$ cat src/rtl/core/lfbp_pkg.sv
// lfbp_pkg: shared types and constants for the length framed byte parser
// no dependencies; imported by length_framed_byte_parser

package lfbp_pkg;

   localparam int unsigned MAX_PAYLOAD_DEF = 32;
   localparam int unsigned BYTE_W          = 8;
   localparam int unsigned STATUS_W        = 4;
   localparam int unsigned CSR_ADDR_W      = 1;
   localparam int unsigned RSP_DATA_W      = 16;

   localparam logic [BYTE_W-1:0] START_MARKER_RST = 8'hAA;
   localparam logic [BYTE_W-1:0] END_MARKER_RST   = 8'h55;

   // register indexes on the csr port
   localparam logic [CSR_ADDR_W-1:0] CSR_START_MARKER = 1'b0;
   localparam logic [CSR_ADDR_W-1:0] CSR_END_MARKER   = 1'b1;

   // sticky status bit positions
   localparam int unsigned ST_START_SEEN   = 0;
   localparam int unsigned ST_LENGTH_OK    = 1;
   localparam int unsigned ST_PAYLOAD_DONE = 2;
   localparam int unsigned ST_END_SEEN     = 3;

   typedef enum logic [3:0] {
      PH_WAIT_START = 4'b0001,
      PH_WAIT_LEN   = 4'b0010,
      PH_PAYLOAD    = 4'b0100,
      PH_WAIT_END   = 4'b1000
   } phase_type;

   typedef struct packed {
      logic [STATUS_W-1:0] status_flags;
      logic                length_rejected;
      logic                frame_done;
      logic                payload_last;
      logic                payload_valid;
      logic [BYTE_W-1:0]   payload_byte;
   } result_type;

endpackage

$ cat src/rtl/core/length_framed_byte_parser.sv
// length_framed_byte_parser: start / length / payload / end frame parser, one byte per item
// depends on lfbp_pkg (types, constants)
//
//  channel  | dir | handshake              | payload
//  ---------+-----+------------------------+------------------------------------------
//  req      | in  | req_tvalid/req_tready  | req_tdata[7:0] rx_byte
//  rsp      | out | rsp_tvalid/rsp_tready  | tdata byte + flags, tuser valid, tlast last
//  csr      | in  | csr_we (no wait)       | csr_addr register index, csr_wdata value
//
// one item per cycle sustained while rsp_tready stays high; each item leaves one result in the cycle after acceptance
// parse state and the result register update together on the accepting edge
// the result register frees in the cycle it is taken, so req_tready follows rsp_tready
// synchronous active high reset clears phase, counters, sticky bits, markers to defaults
// a stalled rsp side holds its result and stalls req after one pending item

module length_framed_byte_parser #(
   parameter int unsigned MAX_PAYLOAD = lfbp_pkg::MAX_PAYLOAD_DEF
) (
   input  logic                                clock,
   input  logic                                reset,
   // req_tdata: [7:0] rx_byte
   input  logic                                req_tvalid,
   output logic                                req_tready,
   input  logic [lfbp_pkg::BYTE_W-1:0]         req_tdata,
   // rsp_tdata: [7:0] payload_byte, [8] frame_done, [9] length_rejected,
   //            [13:10] status_flags, [15:14] zero
   output logic                                rsp_tvalid,
   input  logic                                rsp_tready,
   output logic [lfbp_pkg::RSP_DATA_W-1:0]     rsp_tdata,
   // rsp_tuser: [0] payload_valid
   output logic                                rsp_tuser,
   output logic                                rsp_tlast,
   input  logic                                csr_we,
   input  logic [lfbp_pkg::CSR_ADDR_W-1:0]     csr_addr,
   input  logic [lfbp_pkg::BYTE_W-1:0]         csr_wdata
);
   import lfbp_pkg::*;

   // length field wide enough for every accepted length (below MAX_PAYLOAD)
   localparam int unsigned LEN_W = (MAX_PAYLOAD > 2) ? $clog2(MAX_PAYLOAD) : 1;

   logic [BYTE_W-1:0]   start_marker_ff;
   logic [BYTE_W-1:0]   end_marker_ff;

   phase_type           phase_ff,  phase_in;
   logic [LEN_W-1:0]    taken_ff,  taken_in;
   logic [LEN_W-1:0]    length_ff, length_in;
   logic [STATUS_W-1:0] sticky_ff, sticky_in;

   result_type          result_ff, result_in;
   logic                rsp_valid_ff;

   logic                req_fire;
   logic                length_too_big;
   logic [LEN_W:0]      taken_inc;
   logic [BYTE_W-1:0]   rx_byte;

   assign rx_byte    = req_tdata;
   assign req_tready = !rsp_valid_ff || rsp_tready;
   assign req_fire   = req_tvalid && req_tready;

   // length byte compared against the limit with one spare bit
   assign length_too_big = {1'b0, rx_byte} >= (BYTE_W + 1)'(MAX_PAYLOAD);
   assign taken_inc      = {1'b0, taken_ff} + (LEN_W + 1)'(1);

   // next parse state and the result of this byte
   always_comb begin
      phase_in  = phase_ff;
      taken_in  = taken_ff;
      length_in = length_ff;
      sticky_in = sticky_ff;
      result_in = '0;
      case (phase_ff)
         PH_WAIT_START: begin
            if (rx_byte == start_marker_ff) begin
               phase_in                 = PH_WAIT_LEN;
               taken_in                 = '0;
               sticky_in[ST_START_SEEN] = 1'b1;
            end
         end
         PH_WAIT_LEN: begin
            if (length_too_big) begin
               // oversized length, keep waiting for a usable one
               result_in.length_rejected = 1'b1;
            end else begin
               length_in               = rx_byte[LEN_W-1:0];
               taken_in                = '0;
               sticky_in[ST_LENGTH_OK] = 1'b1;
               if (rx_byte == '0) begin
                  // empty frame skips straight to the end marker
                  sticky_in[ST_PAYLOAD_DONE] = 1'b1;
                  phase_in                   = PH_WAIT_END;
               end else begin
                  phase_in = PH_PAYLOAD;
               end
            end
         end
         PH_PAYLOAD: begin
            result_in.payload_byte  = rx_byte;
            result_in.payload_valid = 1'b1;
            taken_in                = taken_inc[LEN_W-1:0];
            if (taken_inc >= {1'b0, length_ff}) begin
               result_in.payload_last     = 1'b1;
               sticky_in[ST_PAYLOAD_DONE] = 1'b1;
               phase_in                   = PH_WAIT_END;
            end
         end
         default: begin
            if (rx_byte == end_marker_ff) begin
               result_in.frame_done    = 1'b1;
               sticky_in[ST_END_SEEN]  = 1'b1;
               phase_in                = PH_WAIT_START;
            end
         end
      endcase
      result_in.status_flags = sticky_in;
   end

   // marker registers
   always_ff @(posedge clock) begin
      if (reset) begin
         start_marker_ff <= START_MARKER_RST;
         end_marker_ff   <= END_MARKER_RST;
      end else if (csr_we) begin
         case (csr_addr)
            CSR_START_MARKER: start_marker_ff <= csr_wdata;
            CSR_END_MARKER:   end_marker_ff   <= csr_wdata;
            default:          ;
         endcase
      end
   end

   // parse state, advances only on accepted items
   always_ff @(posedge clock) begin
      if (reset) begin
         phase_ff  <= PH_WAIT_START;
         taken_ff  <= '0;
         length_ff <= '0;
         sticky_ff <= '0;
      end else if (req_fire) begin
         phase_ff  <= phase_in;
         taken_ff  <= taken_in;
         length_ff <= length_in;
         sticky_ff <= sticky_in;
      end
   end

   // result register valid
   always_ff @(posedge clock) begin
      if (reset) begin
         rsp_valid_ff <= 1'b0;
      end else if (req_fire) begin
         rsp_valid_ff <= 1'b1;
      end else if (rsp_tready) begin
         rsp_valid_ff <= 1'b0;
      end
   end

   // result payload, no reset needed
   always_ff @(posedge clock) begin
      if (req_fire) begin
         result_ff <= result_in;
      end
   end

   assign rsp_tvalid = rsp_valid_ff;
   assign rsp_tuser  = result_ff.payload_valid;
   assign rsp_tlast  = result_ff.payload_last;
   assign rsp_tdata  = {2'b00, result_ff.status_flags, result_ff.length_rejected,
                        result_ff.frame_done, result_ff.payload_byte};

   // sticky bits never fall outside reset
   property p_sticky_hold;
      @(posedge clock) disable iff (reset)
         !$past(reset) |-> (($past(sticky_ff) & ~sticky_ff) == '0);
   endproperty
   a_sticky_hold: assert property (p_sticky_hold)
      else $error("sticky status bit cleared");

   // a marked last byte must be a payload byte
   property p_last_is_payload;
      @(posedge clock) disable iff (reset)
         rsp_valid_ff && result_ff.payload_last |-> result_ff.payload_valid;
   endproperty
   a_last_is_payload: assert property (p_last_is_payload)
      else $error("last flag without payload byte");

   // payload, close and reject are mutually exclusive per item
   property p_kinds_exclusive;
      @(posedge clock) disable iff (reset)
         rsp_valid_ff |-> $onehot0({result_ff.payload_valid, result_ff.frame_done,
                                    result_ff.length_rejected});
   endproperty
   a_kinds_exclusive: assert property (p_kinds_exclusive)
      else $error("more than one item kind flagged");

   // byte count stays below the stored length while taking payload
   property p_count_bound;
      @(posedge clock) disable iff (reset)
         phase_ff == PH_PAYLOAD |-> taken_ff < length_ff;
   endproperty
   a_count_bound: assert property (p_count_bound)
      else $error("payload count reached length without leaving payload phase");

   // closing a frame leaves the parser hunting for a start byte
   property p_done_returns;
      @(posedge clock) disable iff (reset)
         req_fire && result_in.frame_done |=> phase_ff == PH_WAIT_START;
   endproperty
   a_done_returns: assert property (p_done_returns)
      else $error("frame close did not return to start hunt");

endmodule
$ cat config.mk
export PLATFORM = sky130hd
export DESIGN_NAME = length_framed_byte_parser
export DESIGN_NICKNAME = d
export VERILOG_FILES = /design/src/rtl/core/lfbp_pkg.sv /design/src/rtl/core/length_framed_byte_parser.sv
export SDC_FILE = /design/constraint.sdc
export NUM_CORES = 1
export LEC_CHECK = 0
export ABC_CLOCK_PERIOD_IN_PS = 6000
export BUFFER_PORTS_ARGS = -buffer_cell sky130_fd_sc_hd__buf_2
export CAP_MARGIN = 40
export CORE_MARGIN = 2
export CORE_UTILIZATION = 36
export CTS_CLUSTER_SIZE = 14
export DETAILED_ROUTE_END_ITERATION = 10
export PLACE_DENSITY = 0.58
export SLEW_MARGIN = 20
export SYNTH_ARGS = -nofsm -noshare
export SYNTH_HDL_FRONTEND = slang
export SYNTH_SLANG_ARGS = --single-unit
export TNS_END_PERCENT = 50
$ cat constraint.sdc
create_clock -name clock -period 6 [get_ports clock]
set_input_delay 0.6 -clock clock [delete_from_list [all_inputs] [get_ports clock]]
set_output_delay 0.6 -clock clock [all_outputs]
set_load 0.02 [all_outputs]
Yosys cells after proc, flatten, opt, wreduce, memory -nomap -nowiden:

Index checks and enable logic that the tools add are counted.

* bits in registers: 51
* bits of input ports: 22
* word-level logic and storage cells: 63

* add/sub/neg operators: 1
* order comparisons: 2
* equality and inequality tests: 8
* mux-type cells: 24
* bitwise operators: 2
* reduce and logical (&&, ||, !) cells: 13

Operators with widths (number)
* $mux W4: 5
* $eq A8 B8 Y1: 2
* $pmux W5 S3: 1
* $mux W1: 12
* $pmux W4 S3: 1
* $mux W5: 2
* $mux W9: 1
* $ge A8 B6 Y1 const B: 1
* $logic_not A8 Y1: 1
* $add A5 B1 Y6 const B: 1
* $ge A6 B5 Y1: 1
* $ne A2 B2 Y1 const B: 3
* $reduce_and A5 Y1: 1
* $eq A4 B1 Y1 const B: 1
* $eq A4 B2 Y1 const B: 1
* $eq A4 B3 Y1 const B: 1
* $reduce_and A2 Y1: 2
* $reduce_and A4 Y1: 1
* $reduce_bool A4 Y1: 1
* $reduce_and A3 Y1: 1
* $reduce_bool A3 Y1: 1
* $reduce_or A3 Y1: 1
* $mux W2: 1
* $not A1 Y1: 2
* other kinds (5): 5

Longest topological paths before layout:

Gate-level depths: netlist of run 1.

* word-level depth: 4
* depth in mapped cells: 9
* depth with buffers taken out: 9

Least setup slack after synthesis of run 1:

No wires, ideal clock.

* path type: input -> register
* start: input rsp_tready
* end: register phase_ff[1]
* setup time: 0.123 ns
* arrival time: 2.407 ns
* data required time: 5.877 ns
* setup slack: 3.469 ns
* stages on the path: 7
* path buffers: 1
* path through: nand2b_1 > and2_1 > clkbuf_1 > nor2b_1 > o21a_2 > o211ai_2 > mux2_1

* word-level cells in the longest chain between the ends: 3

Ends and longest elaborated chain
* from (decl): RTL line length_framed_byte_parser.sv:28 `input logic rsp_tready,`
* $logic_or A1 B1 Y1: RTL line length_framed_byte_parser.sv:59 `assign req_tready = !rsp_valid_ff || rsp_tready;`
* $logic_and A1 B1 Y1: RTL line length_framed_byte_parser.sv:60 `assign req_fire = req_tvalid && req_tready;`
* net req_fire: RTL line length_framed_byte_parser.sv:53 `logic req_fire;`
* $reduce_and A5 Y1 (no source line)
* to (signal assigned): RTL line length_framed_byte_parser.sv:141 `phase_ff <= phase_in;`
* to (decl): RTL line length_framed_byte_parser.sv:45 `phase_type phase_ff, phase_in;`

The timed path passes the listed nets, and every way through them passes these cells.
A chain may end at the register's enable or synchronous reset.

Final worst setup path of run 1:

* start: register taken_ff[0]
* end: register phase_ff[1]

* word-level cells in the longest chain between the ends: 4

Ends and longest elaborated chain
* from (decl): RTL line length_framed_byte_parser.sv:46 `logic [LEN_W-1:0] taken_ff, taken_in;`
* from (signal assigned): RTL line length_framed_byte_parser.sv:142 `taken_ff <= taken_in;`
* $add A5 B1 Y6: RTL line length_framed_byte_parser.sv:64 `assign taken_inc = {1'b0, taken_ff} + (LEN_W + 1)'(1);`
* $ge A6 B5 Y1: RTL line length_framed_byte_parser.sv:102 `if (taken_inc >= {1'b0, length_ff}) begin`
* $ne A2 B2 Y1 (no source line)
* $reduce_and A5 Y1 (no source line)

Every way passes these cells.

==> run_results.csv, run 1 <==
group,metric,value,unit
status,outcome,"finished clean",
synthesis,postSynth.topFlopCell,"dfxtp_1",
setup_path,setup.worst_path.start,"taken_ff[0]",
setup_path,startpoint_type,"flop",
setup_path,worst_ep_required_time,6.20,ns
timing,hold_ws,0.4505,ns
setup_path,timing.reg2reg.setup_slack,3.49,ns
cts,clkTransAtPathRegs,0.09,ns
power,share_clk_of_total_power,0.308,
cts,cts_hold_buf,0,
power,design_internal_power,0.0004786,W
cts,post_cts.resized_instances,0,
setup_path,timing.critical_path.to_type,"flop",
timing,max_clock_freq,397.7,MHz
die,die_area,7411,sq um
synthesis,synth_largest_type_area_fraction,0.2888,
synthesis,synthDominantAreaCellType,"dfxtp_1",
timing,final-hold-violation-count,0,
synthesis,synth_top_family_by_area,"simple AND/OR/NAND/NOR gates",
layout,final_area,2765,sq um
die,die_w,86.09,um
timing,finalWorstPathRequiredPeriod,2.515,ns
die,io_pins,42,
timing,clock_skew,0.009028,ns
setup_path,worst_ep_arrival_time,2.72,ns
timing,setup_total_negative_slack,0,ns
die,coreArea,6422,sq um
timing,post-route-worst-setup-slack,3.485,ns
synthesis,synth-async-reset-ratio,0,
cts,numCtsBuffers,5,
place,placedInstanceArea,2663,sq um
cts,cts.htree.levels,2,
synthesis,fraction_of_the_yosys_area_taken_by_sequential_cells,0.4868,
cts,clock_latency,0.31,ns
global_routing,grt_pass1_wl,8.362,mm
detailed_routing,routed_wl,4.890,mm
detailed_routing,drt_first_pass_iters,4,
place,hpwl,3.498,mm
layout,flow.area_growth_from_synthesis,13.98,%
synthesis,synth_xor_area_frac,0.07220,
cts,ctsRootBufferMaster,"clkbuf_8",
hold_path,holdCritStartpoint,"sticky_ff[1]",
cts,postCtsSetupBuffers,0,
detailed_routing,detail_route.iter0.violations,53,
cts,clock-sinks,51,
power,combinational_share_of_power,0.113,
layout,finalNetCount,306,
power,swShare,0.2590,
die,rows,29,
timing,setup_viol_count_final,0,
die,initial_core_util,0.3778,
global_routing,grt_max_degree,41,
die,die_height,86.09,um
power,switching_power_total,0.0001673,W
layout,share_of_layout_cells_above_drive_strength_1,0.2258,
global_routing,grt_use_total,0.1437,
timing,unrepaired_setup_endpoints_after_global_routing,"no",
timing,maxSlewViolCount,0,
synthesis,synth_compound_gate_area_share,0.1166,
setup_path,crit_path_max_fanout,7,
global_routing,grt_antenna_before_repair,0,
hold_path,timing.hold.worst.class,"reg2reg",
cts,clk_path_buf_depth,2,
detailed_routing,ant_nets,0,
synthesis,post_synth_instance_area,2426,sq um
synthesis,synthesis.instances,243,
detailed_routing,routed_length_per_placed_instance,13.74,um
place,io_buffer_count,39,
global_routing,via_count_of_the_first_global_routing_pass,1750,
power,seq_power_share,0.579,
detailed_routing,viasPerCell,4.986,
synthesis,synth-edff-count,16,
power,max-vdd-ir-drop,90.80,uV
setup_path,reg2reg_from,"taken_ff[0]",
timing,finalCritPeriodShare,0.4191,
detailed_routing,drc_errors,0,
synthesis,synth.area.mux_share,0.03404,
synthesis,synth_simple_gate_area_share,0.2166,
synthesis,syn-mean-instance-area,9.984,sq um
setup_path,worst-setup-path-type,"reg2reg",
synthesis,post_synth_cell_types,48,
layout,antenna-diode-count,0,
place,dp_worst_setup_slack,3.468,ns
synthesis,synthAdderAreaFrac,0.03094,
global_routing,overflow,0,
synthesis,ys.warnings.count,0,
cts,clock_tree_from_tritoncts,"done",
power,cellPowerDensity,233.6,nW/um^2
timing,max_slew.worst_pin.slew,0.7604,ns
run,cap_violations,0,
power,static-leakage-power,1.148,nW
synthesis,ys_ff_latch,51,
synthesis,yosys-top-cells-area,"dfxtp_1, edfxtp_1, xnor2_1, nand2_1, a21oi_1",
detailed_routing,via_count,1775,
timing,maxSlewHeadroom,0.4930,
place,place.gp.congestion,0.7835,
power by group through the flow:
stage               clock network (W)   logic, W  registers [W]
detailed placement                  0  0.0000716       0.000382
global placement                    0  0.0000717       0.000382
finish                       0.000199  0.0000731       0.000374
global route                 0.000218  0.0000803       0.000376
floorplan                           0  0.0000412       0.000388
CTS                          0.000207  0.0000720       0.000374
logic make-up (layout without fill, tap and decap cells):
kind of cell | Yosys count | in the layout
multiplexers | 8 | 8
AO/OA/AOI/OAI | 37 | 37
buffers and inverters | 24 | 59
XOR/XNOR | 20 | 20
AND/OR/NAND/NOR | 96 | 96
other | 1 | 2
flip-flops | 51 | 51
adder cells (fa/ha/maj) | 6 | 6
critical path, cell delays in order, from the launching register on:
cell	delay, ns
dfxtp_1	0.48
ha_1	0.27
nand3_1	0.11
xnor2_1	0.21
ha_1	0.28
a221oi_1	0.28
o21a_1	0.22
nand2_1	0.11
o211ai_2	0.12
mux2_1	0.34
layer usage:
layer,share of wire,global-route usage
met1,0.48,0.1929
met2,0.46,0.2276
met3,0.043,0.02406
met4,0.017,0.06205
met5,0,0
synth_stat cells (2+ instances only):
cell type  instances
and2_1            10
nor2_1            16
buf_2              2
inv_1             10
nand3_1            7
buf_4              2
nand3b_1           4
nor3_1             2
nand4_1            4
xor2_1             2
xnor2_1           18
dfxtp_1           35
a311oi_2           2
mux2_1             2
nor2b_1            5
or2_2              3
a211o_1            5
mux2i_1            6
or4b_1             2
nand2_1           26
ha_1               6
edfxtp_1          16
a21oi_1           17
nand2b_1           5
o21ai_0            3
clkbuf_1           8
and3_1             4
stage by stage:
stage	cells	util	total power (W)
2_1_floorplan	244	-	0.0004294
3_3_place_gp	347	0.4146	0.0004535
3_5_place_dp	347	0.4146	0.0004537
4_1_cts	355	0.4282	0.0006536
5_1_grt	356	0.4305	0.0006742
6_report	356	0.4305	0.0006459
final timing paths:
path | to | cells past startpoint
max | phase_ff[1] | 9
max reg2reg | phase_ff[1] | 9
min | sticky_ff[1] | 2
min reg2reg | sticky_ff[1] | 2
flip-flops by register name, indices dropped and copies added (netlist names):
signal,count
end_marker_ff,8
length_ff,5
phase_ff,4
rsp_tdata,14
rsp_tlast,1
rsp_tuser,1
rsp_tvalid,1
start_marker_ff,8
sticky_ff,4
taken_ff,5
placed cells by master (no fill, tap or decap), types with 2 or more instances in the layout:
cell	count
clkbuf_8	5
a211o_1	5
and3_1	4
nand4_1	4
nor2b_1	5
nand2b_1	5
a311oi_2	2
or2_2	3
dfxtp_1	35
nor2_1	16
inv_1	10
nand3b_1	4
nand3_1	7
conb_1	2
o21ai_0	3
buf_2	39
clkinv_2	2
a21oi_1	17
and2_1	10
ha_1	6
mux2_1	2
xnor2_1	18
nor3_1	2
mux2i_1	6
nand2_1	26
or4b_1	2
xor2_1	2
edfxtp_1	16
final cells by class:
| cell class | instances | area [sq um] |
|---|---|---|
| Multi-Input combinational cell | 169 | 1149 |
| Fill cell | 626 | 3657 |
| Sequential cell | 51 | 1181 |
| Clock buffer | 5 | 68.82 |
| Clock inverter | 3 | 18.77 |
| Tap cell | 77 | 96.34 |
| Inverter | 11 | 41.29 |
| Timing Repair Buffer | 40 | 210.2 |
No activity file was read; power rests on OpenSTA's default activity.
==> inputs of run 2 (changes only) <==
Settings changed: ABC_CLOCK_PERIOD_IN_PS 6000 to 2440.
Clock period 6 ns to 2.44 ns, I/O delays scaled along.
==> run 2 against run 1 <==
Net effect:
- register-to-register slack got worse by 3.4 ns
- sequential power up 150%
- global-route usage down 0.13 points
- critical path depth unchanged
- flip-flop and latch count is the same
- sequential share of layout area decreased by 0.56 points
- routed wire length fell by 0.88%
- maximum frequency increased by 9.0%
- final cell count grew 1.1%
- clock skew is 0.0019 ns lower
==> run_results.csv, run 2 (same netlist as run 1, synthesis figures left out) <==
group,metric,value,unit
status,outcome,"finished clean",
detailed_routing,detail_route.iter0.violations,69,
power,static-leakage-power,1.168,nW
timing,maxSlewViolCount,0,
power,seq_power_share,0.581,
layout,layout.filler_cells,645,
setup_path,timing.critical_path.to_type,"flop",
power,switching_power_total,0.0004089,W
run,cap_violations,0,
global_routing,grt_max_degree,41,
die,io_pins,42,
setup_path,worst_ep_required_time,2.64,ns
timing,max_clock_freq,433.5,MHz
timing,setup_viol_count_final,0,
cts,clock_tree_from_tritoncts,"done",
detailed_routing,ant_nets,0,
power,cellPowerDensity,563.9,nW/um^2
place,hpwl,3.455,mm
layout,final_cell_mix,"buf_2, dfxtp_1, nand2_1",
detailed_routing,routed_wl,4.847,mm
timing,maxSlewHeadroom,0.5019,
global_routing,grt_antenna_before_repair,0,
hold_path,timing.hold.worst.class,"in2reg",
setup_path,cpMaxStageDelayCell,"dfxtp_2",
setup_path,critical-path-max-stage-delay,0.37,ns
global_routing,overflow,0,
layout,share_of_layout_cells_above_drive_strength_1,0.2509,
cts,ctsRootBufferMaster,"clkbuf_8",
power,share_clk_of_total_power,0.307,
layout,largest_register_ff_count,14,
setup_path,worst-setup-path-type,"reg2reg",
timing,unrepaired_setup_endpoints_after_global_routing,"yes",
detailed_routing,drc_errors,0,
cts,cts_hold_buf,0,
timing,post-route-worst-setup-slack,0.1331,ns
place,io_buffer_count,39,
place,placedInstanceArea,2685,sq um
timing,clock_skew,0.007105,ns
cts,clk_path_buf_depth,2,
global_routing,via_count_of_the_first_global_routing_pass,1716,
setup_path,crit_chain,"ha_2, nand3_1, xnor2_2, ha_1, a221oi_2, o21a_1, nand2_1, o211ai_2, mux2_1",
layout,finalNetCount,310,
cts,clock-sinks,51,
cts,cts.htree.levels,2,
cts,numCtsBuffers,5,
detailed_routing,routed_length_per_placed_instance,13.46,um
power,swShare,0.2582,
die,die_height,86.09,um
layout,flow.area_growth_from_synthesis,15.73,%
die,rows,29,
detailed_routing,via_count,1782,
place,dp_worst_setup_slack,0.06686,ns
layout,final_area,2808,sq um
setup_path,startpoint_type,"flop",
die,coreArea,6422,sq um
power,combinational_share_of_power,0.113,
detailed_routing,viasPerCell,4.950,
timing,final-hold-violation-count,0,
timing,finalCritPeriodShare,0.9455,
power,design_internal_power,0.001174,W
layout,seqCellArea,1184,sq um
global_routing,grt_pass1_wl,8.204,mm
die,die_area,7411,sq um
timing,max_slew.worst_pin.slew,0.7471,ns
detailed_routing,drt_first_pass_iters,4,
layout,antenna-diode-count,0,
power,max-vdd-ir-drop,182.4,uV
die,initial_core_util,0.3778,
place,place.gp.congestion,0.7527,
cts,clkTransAtPathRegs,0.09,ns
layout,mostFrequentLayoutCell,"buf_2",
timing,hold_ws,0.1593,ns
global_routing,grt_use_total,0.1424,
die,die_w,86.09,um
layout,multi_input_comb_area,1165,sq um
cts,clock_latency,0.31,ns
timing,finalWorstPathRequiredPeriod,2.307,ns
setup_path,crit_path_max_fanout,5,
setup_path,worst_ep_arrival_time,2.51,ns
==> run 2: path summary, 6_finish.rpt <==
check | from | endpoint | depth (start not counted) | slack, ns
max | taken_ff[1] | phase_ff[1] | 9 | 0.13
min | csr_wdata[7] | start_marker_ff[7] | 3 | 0.16
max reg2reg | taken_ff[1] | phase_ff[1] | 9 | 0.13
min reg2reg | sticky_ff[1] | sticky_ff[1] | 2 | 0.45
==> run 2: power by group through the flow <==
| stage | combinational [W] | clock (W) | sequential, W |
|---|---|---|---|
| 6_report | 0.000179 | 0.000485 | 0.000919 |
| 5_1_grt | 0.000199 | 0.000531 | 0.000923 |
| 4_1_cts | 0.000178 | 0.000502 | 0.000919 |
| 3_5_place_dp | 0.000177 | 0 | 0.000939 |
| 3_3_place_gp | 0.000178 | 0 | 0.000939 |
| 2_1_floorplan | 0.000101 | 0 | 0.000955 |
==> run 2: repair_timing <==
item                                    CTS  global route
endpoints found under the setup margin    0             4
setup buffers                             0             2
resized for setup                         0             5
==> run 2: area by class of cell <==
cell class,instances,share of cell area
multi-input cells,169,0.4149
clock buffers,5,0.02451
flip-flops and latches,51,0.4216
inverters,11,0.01471
repair buffers,44,0.08289
well taps,77,0.03431
clock inverters,3,0.007130
==> run 2: critical path, delay by kind of cell, from the launching register on <==
family	cells	cell delay, ns
flops	1	0.37
xor+xnor	1	0.16
compound gates	3	0.57
simple gates	2	0.23
mux	1	0.36
fa+ha+maj	2	0.51
==> run 2: metrics by stage <==
stage / TNS, ns / std cells / power (W) / utilization
2_1_floorplan: 0 / 244 / 0.001056 / -
3_3_place_gp: 0 / 350 / 0.001116 / 0.4181
3_5_place_dp: 0 / 350 / 0.001116 / 0.4181
4_1_cts: 0 / 358 / 0.001599 / 0.4319
5_1_grt: -0.008496 / 360 / 0.001652 / 0.4372
6_report: 0 / 360 / 0.001583 / 0.4372
==> run 2: metal layers <==
metal | vias up | track usage | wire (um)
met5 | - | 0 | 0
li1 | 917 | - | -
met4 | 0 | 0.06061 | 92
met2 | 45 | 0.2333 | 2217
met3 | 7 | 0.02310 | 205
met1 | 813 | 0.1857 | 2332
==> inputs of run 3 (changes only) <==
Settings changed: CORE_UTILIZATION 36 to 35, PLACE_DENSITY 0.58 to 0.57.
==> run 3 against run 2 <==
Net effect:
- hold slack better by 0.0058 ns
- first-iteration DRC count is 32% lower
- non-clock buffer count down 2
- clock skew increased by 0.00084 ns
- sequential power is essentially flat
- combinational power barely moved
- maximum frequency fell by 2.6%
- core utilization is 2.3 points lower
- routed wire length grew 2.3%
- global-route usage is 0.36 points lower
- flip-flop and latch count unchanged
- highest routed layer unchanged
==> run_results.csv, run 3 (same netlist as run 1, synthesis figures left out) <==
group,metric,value,unit
timing,max_slew.worst_pin.slew,0.7622,ns
setup_path,startpoint_type,"flop",
die,io_pins,42,
layout,antenna-diode-count,0,
detailed_routing,detail_route.iter0.violations,47,
global_routing,grt_pass1_wl,8.148,mm
cts,ctsRootBufferMaster,"clkbuf_8",
layout,layout.filler_cells,706,
die,coreArea,6756,sq um
layout,share_of_layout_cells_above_drive_strength_1,0.2491,
layout,final_cell_mix,"buf_2, dfxtp_1, nand2_1",
setup_path,cpLargestDelayFamily,"compound AO/OA/AOI/OAI gates",
setup_path,crit_chain,"ha_2, nand3_1, xnor2_2, ha_1, a221oi_2, o21a_1, nand2_1, o211ai_2, mux2_1",
setup_path,worst-setup-path-type,"reg2reg",
detailed_routing,drc_errors,0,
setup_path,crit_end,"phase_ff[3]",
detailed_routing,routed_wl,4.959,mm
timing,finalCritPeriodShare,0.9706,
die,rows,30,
detailed_routing,drt_first_pass_iters,4,
place,place.gp.congestion,0.7204,
cts,cts_hold_buf,0,
detailed_routing,viasPerCell,4.864,
detailed_routing,routed_length_per_placed_instance,13.74,um
setup_path,worstRegToRegCells,9,
global_routing,grt_antenna_before_repair,0,
layout,seqCellArea,1186,sq um
setup_path,timing.critical_path.to_type,"flop",
cts,clock-sinks,51,
place,dp_worst_setup_slack,0.05350,ns
global_routing,grt_use_total,0.1388,
cts,clock_latency,0.31,ns
setup_path,setup.worst_path.start,"taken_ff[1]",
place,io_buffer_count,39,
setup_path,crit_path_max_fanout,5,
setup_path,worst_ep_required_time,2.64,ns
cts,clk_path_buf_depth,2,
setup_path,timing.reg2reg.setup_slack,0.07,ns
power,max-vdd-ir-drop,197.1,uV
setup_path,critical-path-max-stage-delay,0.38,ns
die,die_w,87.26,um
layout,finalNonFillerCells,361,
timing,post-route-worst-setup-slack,0.07168,ns
cts,numCtsBuffers,5,
timing,finalWorstPathRequiredPeriod,2.368,ns
layout,finalNetCount,308,
timing,setup_total_negative_slack,0,ns
layout,flow.area_growth_from_synthesis,15.42,%
run,cap_violations,0,
global_routing,via_count_of_the_first_global_routing_pass,1686,
layout,multi_input_comb_area,1170,sq um
timing,final-hold-violation-count,0,
timing,max_clock_freq,422.2,MHz
detailed_routing,via_count,1756,
layout,mostFrequentLayoutCell,"buf_2",
cts,cts.htree.levels,2,
cts,clock_tree_from_tritoncts,"done",
timing,clock_skew,0.007943,ns
power,cellPowerDensity,560.2,nW/um^2
global_routing,grt_max_degree,41,
layout,final_core_utilization,0.4144,
layout,largest_register_ff_count,14,
timing,maxSlewViolCount,0,
cts,clkTransAtPathRegs,0.09,ns
setup_path,crit_cells,9,
die,die_area,7613,sq um
setup_path,rr_endpoint,"phase_ff[3]",
timing,setup_viol_count_final,0,
die,die_height,87.26,um
power,fin_total_pwr,0.001569,W
setup_path,reg2reg_from,"taken_ff[1]",
detailed_routing,ant_nets,0,
cts,postCtsSetupBuffers,0,
global_routing,overflow,0,
setup_path,worst_ep_arrival_time,2.56,ns
hold_path,timing.hold.worst.class,"in2reg",
status,outcome,"finished clean",
power,static-leakage-power,1.157,nW
place,placedCellCount,353,
setup_path,path_buf_inv,0,
die,initial_core_util,0.3591,
setup_path,cpMaxStageDelayCell,"dfxtp_4",
timing,maxSlewHeadroom,0.4919,
place,hpwl,3.551,mm
==> run 3: cell types whose count changed in the layout (fill, tap and decap cells not counted) <==
| cell | before | now |
|---|---|---|
| clkinv_4 | 1 | 0 |
| clkinv_2 | 0 | 1 |
| dfxtp_2 | 2 | 1 |
| nand3_1 | 7 | 6 |
| clkinv_1 | 1 | 0 |
| clkbuf_1 | 0 | 1 |
| nand3_2 | 0 | 1 |
| buf_4 | 5 | 3 |
| dfxtp_4 | 0 | 1 |
==> run 3: cell type report <==
| cell class | count | share of cell area |
|---|---|---|
| flip-flops and latches | 51 | 0.4236 |
| inverters | 11 | 0.01475 |
| multi-input cells | 169 | 0.4178 |
| repair buffers | 42 | 0.07775 |
| clock buffers | 6 | 0.02592 |
| well taps | 80 | 0.03575 |
| clock inverters | 2 | 0.004468 |
==> run 3: how the worst min path moves through the flow <==
stage | from | endpoint | slack, ns | cells past startpoint
finish | req_tvalid | rsp_tvalid | 0.17 | 3
global route | req_tvalid | rsp_tvalid | 0.15 | 3
CTS | csr_wdata[3] | start_marker_ff[3] | 0.16 | 3
floorplan | csr_wdata[3] | start_marker_ff[3] | 0.37 | 2
detailed placement | sticky_ff[1] | sticky_ff[1] | 0.44 | 2
global placement | sticky_ff[1] | sticky_ff[1] | 0.44 | 2
==> run 3: through the flow <==
stage          cell area, sq um  hold WS, ns
2_1_floorplan              2430       0.3653
3_3_place_gp               2689       0.4356
3_5_place_dp               2689       0.4370
4_1_cts                    2774       0.1567
5_1_grt                    2800       0.1510
6_report                   2800       0.1651
==> run 3: report_power, final <==
group | internal (W) | total [W] | switching [W] | leakage (nW)
sequential | 0.000902 | 0.000919 | 0.0000172 | 0.449
clock | 0.000201 | 0.000474 | 0.000273 | 0.0412
combinational | 0.0000701 | 0.000176 | 0.000106 | 0.668
==> run 3: repair_timing <==
item | 4_1_cts | 5_1_grt
setup endpoints to repair | 0 | 6
resized for setup | 0 | 7
endpoints found under the hold margin | 0 | 0
==> run 3: routing by layer <==
layer | global-route usage | wire, um | part of all wire
met3 | 0.03602 | 229 | 0.046
met5 | 0 | 0 | 0
met1 | 0.1837 | 2467 | 0.50
met2 | 0.2204 | 2188 | 0.44
met4 | 0.04615 | 73 | 0.015
==> run 3: tightest hold or removal path: stages <==
cell	delay [ns]
buf_2	0.10
inv_1	0.04
a21oi_1	0.05
